==> src/sv/nass_pkg.sv <==
package nass_pkg;

  // Request opcodes.
  localparam logic [1:0] OP_CLEAR   = 2'd0;
  localparam logic [1:0] OP_ADD     = 2'd1;
  localparam logic [1:0] OP_START   = 2'd2;
  localparam logic [1:0] OP_CONSUME = 2'd3;

  // Register indexes, taken from paddr bit 2.
  localparam logic REG_START  = 1'b0;
  localparam logic REG_ACCEPT = 1'b1;

  // Fixed field widths.
  localparam int FIELD_W    = 4;
  localparam int OUT_W      = 16;
  localparam int CFG_ADDR_W = 3;
  localparam int APB_W      = 32;

  // Sequencer state codes.
  localparam int ST_W = 3;
  localparam logic [ST_W-1:0] ST_IDLE     = 3'd0;
  localparam logic [ST_W-1:0] ST_CLEAR    = 3'd1;
  localparam logic [ST_W-1:0] ST_ADD_RD   = 3'd2;
  localparam logic [ST_W-1:0] ST_ADD_WR   = 3'd3;
  localparam logic [ST_W-1:0] ST_SYM      = 3'd4;
  localparam logic [ST_W-1:0] ST_SYM_TAIL = 3'd5;
  localparam logic [ST_W-1:0] ST_EPS      = 3'd6;
  localparam logic [ST_W-1:0] ST_EPS_TAIL = 3'd7;

endpackage

==> src/sv/nfa_active_set_stepper.sv <==
// A clear sweeps every table row, an add reads and rewrites one row, a start runs the
// epsilon pass from the start state, and a consume runs a symbol pass, then an epsilon
// pass. Throughput: one request at a time; busy drops in the cycle that carries done,
// so the next request can be accepted there. One table row is read per cycle into a
// shared OR. Reset is synchronous and clears the tables with a sweep over every row
// with busy high; the one-cycle done strobe cannot be stalled by the receiver.
module nfa_active_set_stepper #(
  parameter int STATE_COUNT = 16,
  parameter int NUM_SYMBOLS = 16
) (
  input  logic                           clk,
  input  logic                           rst,
  input  logic                           start,
  output logic                           busy,
  input  logic [1:0]                     op,
  input  logic [nass_pkg::FIELD_W-1:0]   symbol,
  input  logic [nass_pkg::FIELD_W-1:0]   src_state,
  input  logic [nass_pkg::FIELD_W-1:0]   dst_state,
  input  logic                           is_epsilon,
  output logic                           done,
  output logic [nass_pkg::OUT_W-1:0]     active_mask,
  output logic                           accepted,
  input  logic                           psel,
  input  logic                           penable,
  input  logic                           pwrite,
  input  logic [nass_pkg::CFG_ADDR_W-1:0] paddr,
  input  logic [nass_pkg::APB_W-1:0]     pwdata,
  output logic [nass_pkg::APB_W-1:0]     prdata,
  output logic                           pready
);
  import nass_pkg::*;

  localparam int SYM_DEPTH = STATE_COUNT * NUM_SYMBOLS;
  localparam int AW        = $clog2(SYM_DEPTH);
  localparam int SW        = $clog2(STATE_COUNT);
  localparam int EXT_W     = STATE_COUNT + OUT_W;
  localparam logic [AW-1:0] ADDR_LAST = AW'(SYM_DEPTH - 1);
  localparam logic [AW-1:0] ADDR_STEP = AW'(NUM_SYMBOLS);
  localparam logic [AW-1:0] NS_A      = AW'(STATE_COUNT);
  localparam logic [SW-1:0] IDX_LAST  = SW'(STATE_COUNT - 1);

  // Transition tables.
  logic [STATE_COUNT-1:0] sym_mem [SYM_DEPTH];
  logic [STATE_COUNT-1:0] eps_mem [STATE_COUNT];
  logic [STATE_COUNT-1:0] sym_rdata;
  logic [STATE_COUNT-1:0] eps_rdata;

  // Sequencer and datapath registers.
  logic [ST_W-1:0]        state;
  logic [AW-1:0]          addr;
  logic [SW-1:0]          idx;
  logic [STATE_COUNT-1:0] src;
  logic [STATE_COUNT-1:0] acc;
  logic [STATE_COUNT-1:0] active_set;
  logic                   hit_q;
  logic                   eps_q;
  logic                   use_eps;
  logic                   report;
  logic [FIELD_W-1:0]     start_state;
  logic [FIELD_W-1:0]     accept_idx;

  // Combinational helpers.
  logic [STATE_COUNT-1:0] acc_next;
  logic [STATE_COUNT-1:0] res_val;
  logic [EXT_W-1:0]       res_ext;
  logic                   res_acc;
  logic                   sym_ok;
  logic                   add_ok;
  logic                   start_ok;
  logic [AW-1:0]          add_addr;
  logic [STATE_COUNT-1:0] to_bit;
  logic [STATE_COUNT-1:0] start_bit;
  logic                   cfg_wr;
  logic                   sym_we;
  logic                   eps_we;
  logic [STATE_COUNT-1:0] sym_wdata;
  logic [STATE_COUNT-1:0] eps_wdata;
  logic [SW-1:0]          eps_waddr;

  assign busy   = (state != ST_IDLE);
  assign pready = 1'b1;
  assign cfg_wr = psel && penable && pwrite && pready;

  // Register readback.
  always_comb begin
    prdata = '0;
    if (paddr[2] == REG_ACCEPT) begin
      prdata[FIELD_W-1:0] = accept_idx;
    end else begin
      prdata[FIELD_W-1:0] = start_state;
    end
  end

  // Request decode: range checks and the row address of an added transition.
  assign sym_ok   = ({28'd0, symbol} < 32'(NUM_SYMBOLS));
  assign add_ok   = ({28'd0, src_state} < 32'(STATE_COUNT)) &&
                    ({28'd0, dst_state} < 32'(STATE_COUNT)) && (is_epsilon || sym_ok);
  assign start_ok = ({28'd0, start_state} < 32'(STATE_COUNT));
  assign add_addr = AW'(32'(src_state) * NUM_SYMBOLS + 32'(symbol));
  assign to_bit    = STATE_COUNT'(1) << dst_state;
  assign start_bit = start_ok ? (STATE_COUNT'(1) << start_state) : '0;

  // Shared OR accumulator fed by the row read in the previous cycle.
  assign acc_next = acc | (hit_q ? (eps_q ? eps_rdata : sym_rdata) : '0);

  // Result formatting: low state bits and the accept flag.
  assign res_val = (state == ST_EPS_TAIL) ? acc_next : active_set;
  assign res_ext = EXT_W'(res_val);
  assign res_acc = ({28'd0, accept_idx} < 32'(STATE_COUNT)) && res_val[SW'(accept_idx)];

  // Table write controls: clear sweep or read-modify-write of one row.
  assign sym_we    = (state == ST_CLEAR) || ((state == ST_ADD_WR) && !use_eps);
  assign sym_wdata = (state == ST_CLEAR) ? '0 : (sym_rdata | src);
  assign eps_we    = ((state == ST_CLEAR) && (addr < NS_A)) ||
                     ((state == ST_ADD_WR) && use_eps);
  assign eps_wdata = (state == ST_CLEAR) ? '0 : (eps_rdata | src);
  assign eps_waddr = (state == ST_CLEAR) ? addr[SW-1:0] : idx;

  // Symbol table memory.
  always_ff @(posedge clk) begin
    if (sym_we) begin
      sym_mem[addr] <= sym_wdata;
    end
    sym_rdata <= sym_mem[addr];
  end

  // Epsilon table memory.
  always_ff @(posedge clk) begin
    if (eps_we) begin
      eps_mem[eps_waddr] <= eps_wdata;
    end
    eps_rdata <= eps_mem[idx];
  end

  // Result output registers.
  always_ff @(posedge clk) begin
    active_mask <= res_ext[OUT_W-1:0];
    accepted    <= res_acc;
  end

  // Sequencer.
  always_ff @(posedge clk) begin
    if (rst) begin
      state        <= ST_CLEAR;
      addr         <= '0;
      idx          <= '0;
      report       <= 1'b0;
      active_set   <= '0;
      done         <= 1'b0;
      hit_q        <= 1'b0;
      eps_q        <= 1'b0;
      use_eps      <= 1'b0;
      start_state  <= '0;
      accept_idx   <= '0;
    end else begin
      done  <= 1'b0;
      hit_q <= 1'b0;
      eps_q <= 1'b0;

      // Configuration writes.
      if (cfg_wr) begin
        if (paddr[2] == REG_ACCEPT) begin
          accept_idx <= pwdata[FIELD_W-1:0];
        end else begin
          start_state <= pwdata[FIELD_W-1:0];
        end
      end

      unique case (state)
        ST_IDLE: begin
          if (start) begin
            unique case (op)
              OP_CLEAR: begin
                state      <= ST_CLEAR;
                addr       <= '0;
                report     <= 1'b1;
                active_set <= '0;
              end
              OP_ADD: begin
                // An invalid add rewrites row zero with its own value.
                state   <= ST_ADD_RD;
                addr    <= (add_ok && !is_epsilon) ? add_addr : '0;
                idx     <= add_ok ? SW'(src_state) : '0;
                src     <= add_ok ? to_bit : '0;
                use_eps <= is_epsilon;
              end
              OP_START: begin
                state <= ST_EPS;
                idx   <= '0;
                src   <= start_bit;
                acc   <= start_bit;
              end
              OP_CONSUME: begin
                state <= ST_SYM;
                idx   <= '0;
                addr  <= sym_ok ? AW'(symbol) : '0;
                src   <= sym_ok ? active_set : '0;
                acc   <= '0;
              end
            endcase
          end
        end
        ST_CLEAR: begin
          addr <= addr + AW'(1);
          if (addr == ADDR_LAST) begin
            state  <= ST_IDLE;
            done   <= report;
            report <= 1'b0;
          end
        end
        ST_ADD_RD: begin
          state <= ST_ADD_WR;
        end
        ST_ADD_WR: begin
          state <= ST_IDLE;
          done  <= 1'b1;
        end
        ST_SYM: begin
          // Read row (idx, symbol); use it next cycle if idx is active.
          hit_q <= src[idx];
          acc   <= acc_next;
          addr  <= addr + ADDR_STEP;
          idx   <= idx + SW'(1);
          if (idx == IDX_LAST) begin
            state <= ST_SYM_TAIL;
          end
        end
        ST_SYM_TAIL: begin
          // The reached set gates the epsilon pass.
          acc   <= acc_next;
          src   <= acc_next;
          idx   <= '0;
          state <= ST_EPS;
        end
        ST_EPS: begin
          hit_q <= src[idx];
          eps_q <= 1'b1;
          acc   <= acc_next;
          idx   <= idx + SW'(1);
          if (idx == IDX_LAST) begin
            state <= ST_EPS_TAIL;
          end
        end
        ST_EPS_TAIL: begin
          active_set <= acc_next;
          done       <= 1'b1;
          state      <= ST_IDLE;
        end
      endcase
    end
  end

  // A result is only issued after the sequencer has returned to idle.
  a_done_idle: assert property (@(posedge clk) disable iff (rst) done |-> !busy)
    else $error("result strobe while sequencer busy");

  // Every accepted request leaves idle on the next cycle.
  a_accept_busy: assert property (@(posedge clk) disable iff (rst)
    (start && !busy) |=> busy)
    else $error("accepted request did not start the sequencer");

  // The active set stays empty throughout a clear sweep.
  a_clear_empty: assert property (@(posedge clk) disable iff (rst)
    (state == ST_CLEAR) |-> (active_set == '0))
    else $error("active set not empty during clear");

endmodule
==> config.mk <==
export PLATFORM = sky130hd
export DESIGN_NAME = nfa_active_set_stepper
export DESIGN_NICKNAME = d
export VERILOG_FILES = /design/src/sv/nass_pkg.sv /design/src/sv/nfa_active_set_stepper.sv
export SDC_FILE = /design/constraint.sdc
export NUM_CORES = 2
export LEC_CHECK = 0
export CORE_UTILIZATION = 40
export DETAILED_ROUTE_END_ITERATION = 12
export DONT_BUFFER_PORTS = 1
export PLACE_DENSITY = 0.58
export SYNTH_ARGS = -nofsm -noshare
export SYNTH_HDL_FRONTEND = slang
export SYNTH_MEMORY_MAX_BITS = 65536
export SYNTH_SLANG_ARGS = --single-unit
==> constraint.sdc <==
create_clock -name clk -period 8.6 [get_ports clk]
set_input_delay 0.86 -clock clk [delete_from_list [all_inputs] [get_ports clk]]
set_output_delay 0.86 -clock clk [all_outputs]
set_load 0.05 [all_outputs]
After elaboration in Yosys (flattened, before gate mapping)
Memory sizes are Yosys's and may differ from the RTL's. A register that Yosys moved wholly into a read port is not among the register bits.
Index checks and enable logic that the tools add are counted.
{"block": "classes", "n_addsub": 4, "magnitude_cmp": 3, "n_eq_ne": 21, "shifts": 2, "muxes": 44, "bitwise": 6, "reduce_logical": 32}
{"cell": "16-bit two-way mux", "n": 9}
{"cell": "16-bit one-hot mux with 2 select lines", "n": 4}
{"cell": "16-bit bitwise OR", "n": 3}
{"cell": "16-bit one-hot mux with 3 select lines", "n": 1}
{"cell": "8-bit one-hot mux with 3 select lines", "n": 2}
{"cell": "1-bit by 4-bit left shift with 16-bit output, first input constant", "n": 2}
{"cell": "3-bit one-hot mux with 7 select lines", "n": 1}
{"cell": "8-bit two-way mux", "n": 2}
{"cell": "4-bit AND reduction", "n": 4}
{"cell": "3-bit == test, second input constant", "n": 4}
{"cell": "3-bit two-way mux", "n": 4}
{"cell": "4-bit two-way mux", "n": 3}
{"cell": "3-bit one-hot mux with 4 select lines", "n": 1}
{"cell": "4-bit one-hot mux with 3 select lines", "n": 1}
{"cell": "3-bit AND reduction", "n": 4}
{"cell": "1-bit two-way mux", "n": 11}
{"cell": "4-bit by 5-bit less-than comparator with 1-bit output, second input constant", "n": 2}
{"cell": "3-bit nonzero test", "n": 3}
{"cell": "8-bit by 1-bit adder with 8-bit output, second input constant", "n": 1}
{"cell": "8-bit by 4-bit adder with 8-bit output", "n": 1}
{"cell": "8-bit by 5-bit adder with 8-bit output, second input constant", "n": 1}
{"cell": "1-bit binary-select mux with 4-bit select", "n": 2}
{"cell": "8-bit == test, second input constant", "n": 1}
{"cell": "8-bit by 5-bit less-than comparator with 1-bit output, second input constant", "n": 1}
{"cell": "23 further kinds", "n": 44}
{"block": "totals", "regBits": 93, "ramBits": 4352, "in_bits": 56, "elab_cells": 129, "memories": 2}
{"memory": "sym_mem", "words": 256, "word_bits": 16, "rd": 1, "rd_ports_with_merged_regs": 1, "wr": 1, "line_no": "nfa_active_set_stepper.sv:43", "rtl": "logic [STATE_COUNT-1:0] sym_mem [SYM_DEPTH];"}
{"memory": "eps_mem", "words": 16, "word_bits": 16, "rd": 1, "rd_ports_with_merged_regs": 1, "wr": 1, "line_no": "nfa_active_set_stepper.sv:44", "rtl": "logic [STATE_COUNT-1:0] eps_mem [STATE_COUNT];"}

Logic depth before layout (Yosys ltp)
{"block": "depth", "depth_word": 6, "depth_mapped": 12, "depth_no_buf": 8}

Least setup slack after synthesis
OpenSTA, ideal clock, no wires.
{"block": "synth_path", "path_type": "reg2reg", "startpoint": "register state[2]", "endpoint": "memory sym_mem[0][10], data pin", "setup_time_ps": 1407, "arrival_time_ps": 7311, "path_slack_ps": -118, "stages_incl_launch_ff": 7, "path_buffers": 4, "synth_period_minus_slack_ps": 8718, "path_cell_list": "dfxtp_1 -> clkbuf_1 -> nor3b_2 -> clkbuf_1 -> clkbuf_1 -> clkbuf_1 -> nor2_1"}
{"block": "synth_between", "elab_chain_cells": 2}
{"element": "start, declared", "line_no": "nfa_active_set_stepper.sv:49", "rtl": "logic [ST_W-1:0] state;"}
{"element": "start signal, assigned", "line_no": "nfa_active_set_stepper.sv:144", "rtl": "state <= ST_CLEAR;"}
{"element": "start signal, assigned", "line_no": "nfa_active_set_stepper.sv:174", "rtl": "state <= ST_CLEAR;"}
{"element": "start signal, assigned", "line_no": "nfa_active_set_stepper.sv:181", "rtl": "state <= ST_ADD_RD;"}
{"element": "3-bit by 1-bit == test with 1-bit output", "line_no": "nfa_active_set_stepper.sv:113", "rtl": "assign sym_wdata = (state == ST_CLEAR) ? '0 : (sym_rdata | src);"}
{"element": "16-bit two-way mux", "line_no": "nfa_active_set_stepper.sv:113"}
{"element": "named net sym_wdata[10]", "line_no": "nfa_active_set_stepper.sv:76", "rtl": "logic [STATE_COUNT-1:0] sym_wdata;"}
{"element": "end, declared", "line_no": "nfa_active_set_stepper.sv:43"}
The timed path passes the listed nets, and every way through them passes these cells.

==> out/metrics.yaml <==
htreeDepth: 5
synthCells: 8334
endpoint: "sym_rdata[10]"
r2r_slack_ns: 3.44
synth-seq-cells: 4477
synth_area_leader_cell: "edfxtp_1"
syn_area_um2: 173000
yosysSeqAreaShare_pct: 77.1
rsz0062_at_grt: "no"
total_power_mw: 45.0
async_flop_share_pct: 0
vias_per_cell: 5.97
finalHoldViolations: 0
cap_violations: 0
worst_setup_path_start_kind: "flop"
crit_type: "reg2reg"
fin_crit_sh_pct: 60.0
crit_path_start: "addr[1]"
cts.clk_slew.worst_paths_ns: 0.06
cp-end-kind: "flop"
path_cells: "buf_4 -> buf_12 -> mux4_2 -> nand2_1 -> o21ai_0 -> o31ai_1 -> o22ai_1 -> a311o_1"
drt_iter0_drc: 11600
grt_pass1_vias: 87500
netlist.area_leader.share_pct: 76.0
coreArea_um2: 431000
via_count: 88500
r2r-end: "sym_rdata[10]"
avgSynthCellArea_um2: 20.8
die-area_um2: 436000
cp_data_arrival_time_ns: 6.03
boundaryPins: 108
irDropWorstVdd_mv: 0.164
drive_above_1_share_pct: 23.7
gr-total-overflow: 0
dieHeight_um: 660
worst_slew_pin_slew_ns: 1.38
cpMaxStageDelayCell: "o31ai_1"
synthTopCellsByArea: "edfxtp_1 76%, mux4_2 12%, mux2i_1 3.2%, dfxtp_1 1.1%, nor2_1 0.95%"
powerDensity_nw_per_um2: 230
cpPeakStageDelay_ns: 0.90
r2r_start: "addr[1]"
setup_viol: 0
clock_path_buffers: 4
grt_pass1_wl_um: 690000
hold_slack_ns: 0.0588
cts_sinks: 4477
gp_congestion: 0.864
status: "complete, no violations"
fin_nets: 8783
setup_tns_ns: 0
cts_buffers: 445
grt_max_degree: 189
hpwlAfterDp_um: 290000
fmax_ghz: 0.194
path_max_fanout: 87
wl_um: 497000
initial_core_util_pct: 40.2
dp.cells: 14000
rows: 241
post-route-util_pct: 45.5
worstSkewPairLatency_ns: 1.02
port_buffers: 0
seq_area_um2: 134000
dominantRegCellSynth: "edfxtp_1"
placed_area_um2: 182000
dieWidth_um: 660
areaGrowthSynthToFinish_pct: 13.1
finish.cell_count_without_fillers: 14800
fill_cells: 35900
drtAntennaViolNets: 0
grtUsageTotal_pct: 22.4
cts_resized: 0
synth.most_common_cell: "edfxtp_1"
routedWlPerCell_um: 33.5
fin_worst_skew_ns: 0.0607
synth_edf_count: 4384
slew-limit-headroom_pct: 7.99
synth_commonest_cells: "4,384 x edfxtp_1, 897 x mux4_2, 556 x mux2i_1, 436 x nor2_1, 230 x nand2_1"
cp.required_ns: 9.47
holdCritPathClass: "in2reg"
maxSlewViolCount: 0
drc: 0
fin_ws_ns: 3.44
place_ws_ns: 3.70
synth.distinct_cells: 81
antenna_found_initial: 27
reg2reg_depth: 8
firstDrtPassIters: 8
p_leak_nw: 61.7
multiInputGateArea_um2: 37400
finalInstanceArea_um2: 196000
root_buffer: "clkbuf_16"
yosysWarnings: 0
cts_tree: "yes"
period_minus_slack_ns: 5.16
==> layout by cell type (no fill, tap or decap), types with 93 or more instances in the layout <==
master | netlist | final
o221ai_1 | 93 | 93
mux4_2 | 897 | 897
nor2_1 | 436 | 330
a21oi_1 | 163 | 161
nand2_1 | 230 | 230
buf_4 | 125 | 407
o21ai_0 | 142 | 142
mux2i_1 | 556 | 556
clkinv_1 | 2 | 104
edfxtp_1 | 4384 | 4384
clkbuf_1 | 190 | 114
clkbuf_16 | 0 | 452
o22ai_1 | 147 | 147
==> critical path: cells and delay by family (launching register included) <==
| family | cells | cell delay [ns] |
|---|---|---|
| and+or+nand+nor | 1 | 0.07 |
| muxes | 1 | 0.40 |
| AOI/OAI and AO/OA | 4 | 2.26 |
| DFF | 1 | 0.85 |
| buffers and inverters | 2 | 1.26 |
==> metal layers <==
layer / GRT usage [%] / share of wire [%] / up-vias
met1: 31.2 / 40 / 47500
li1: - / - / 35500
met2: 34.9 / 46 / 4566
met4: 7.77 / 3.9 / 20
met3: 4.98 / 9.8 / 825
met5: 0 / 0.024 / -
==> layout make-up <==
type	count	area share [%]
clock inverters	241	1.13
multi-input cells	3336	19.1
diodes	13	0.0166
inverters	13	0.0313
flip-flops and latches	4477	68.2
repair buffers	441	1.87
clock buffers	575	6.05
well taps	5710	3.65
==> logic make-up (layout without fill, tap and decap cells) <==
family,Yosys count,count (layout),synth area share [%]
other,2,42,0.00434
DFF,4477,4477,77.1
adders and majority gates,13,13,0.0939
buffers and inverters,548,1270,1.71
xor gates and xnor gates,1,1,0.00506
muxes,1507,1507,15.3
and+or+nand+nor,879,879,2.21
AOI/OAI and AO/OA,907,907,3.60
==> report_power, final <==
| part | switching (mW) | total [mW] | internal, mW |
|---|---|---|---|
| clock | 8.26 | 18.9 | 10.7 |
| combinational | 1.35 | 2.32 | 0.965 |
| sequential | 0.116 | 23.8 | 23.7 |
==> registers in the layout (all words and copies together) (netlist names), 3 cells and up <==
| register | count |
|---|---|
| sym_mem | 4096 |
| eps_mem | 256 |
| acc | 16 |
| active_mask | 16 |
| active_set | 16 |
| eps_rdata | 16 |
| src | 16 |
| sym_rdata | 16 |
| addr | 8 |
| accept_idx | 4 |
| idx | 4 |
| start_state | 4 |
| state | 3 |
==> how the worst min path moves through the flow <==
| stage | start | endpoint | cells after the start |
|---|---|---|---|
| after floorplan | report | done | 2 |
| after global placement | accept_idx[3] | accepted | 1 |
| after detailed placement | report | report | 2 |
| after CTS | pwdata[0] | start_state[0] | 2 |
| after global routing | pwdata[2] | start_state[2] | 2 |
| final | src_state[2] | addr[6] | 2 |
==> what timing repair did <==
item	CTS	global route
hold buffers	6	0
endpoints found under the hold margin	44	0
buffers inserted	0	0
(Power assumes the default switching activity.)
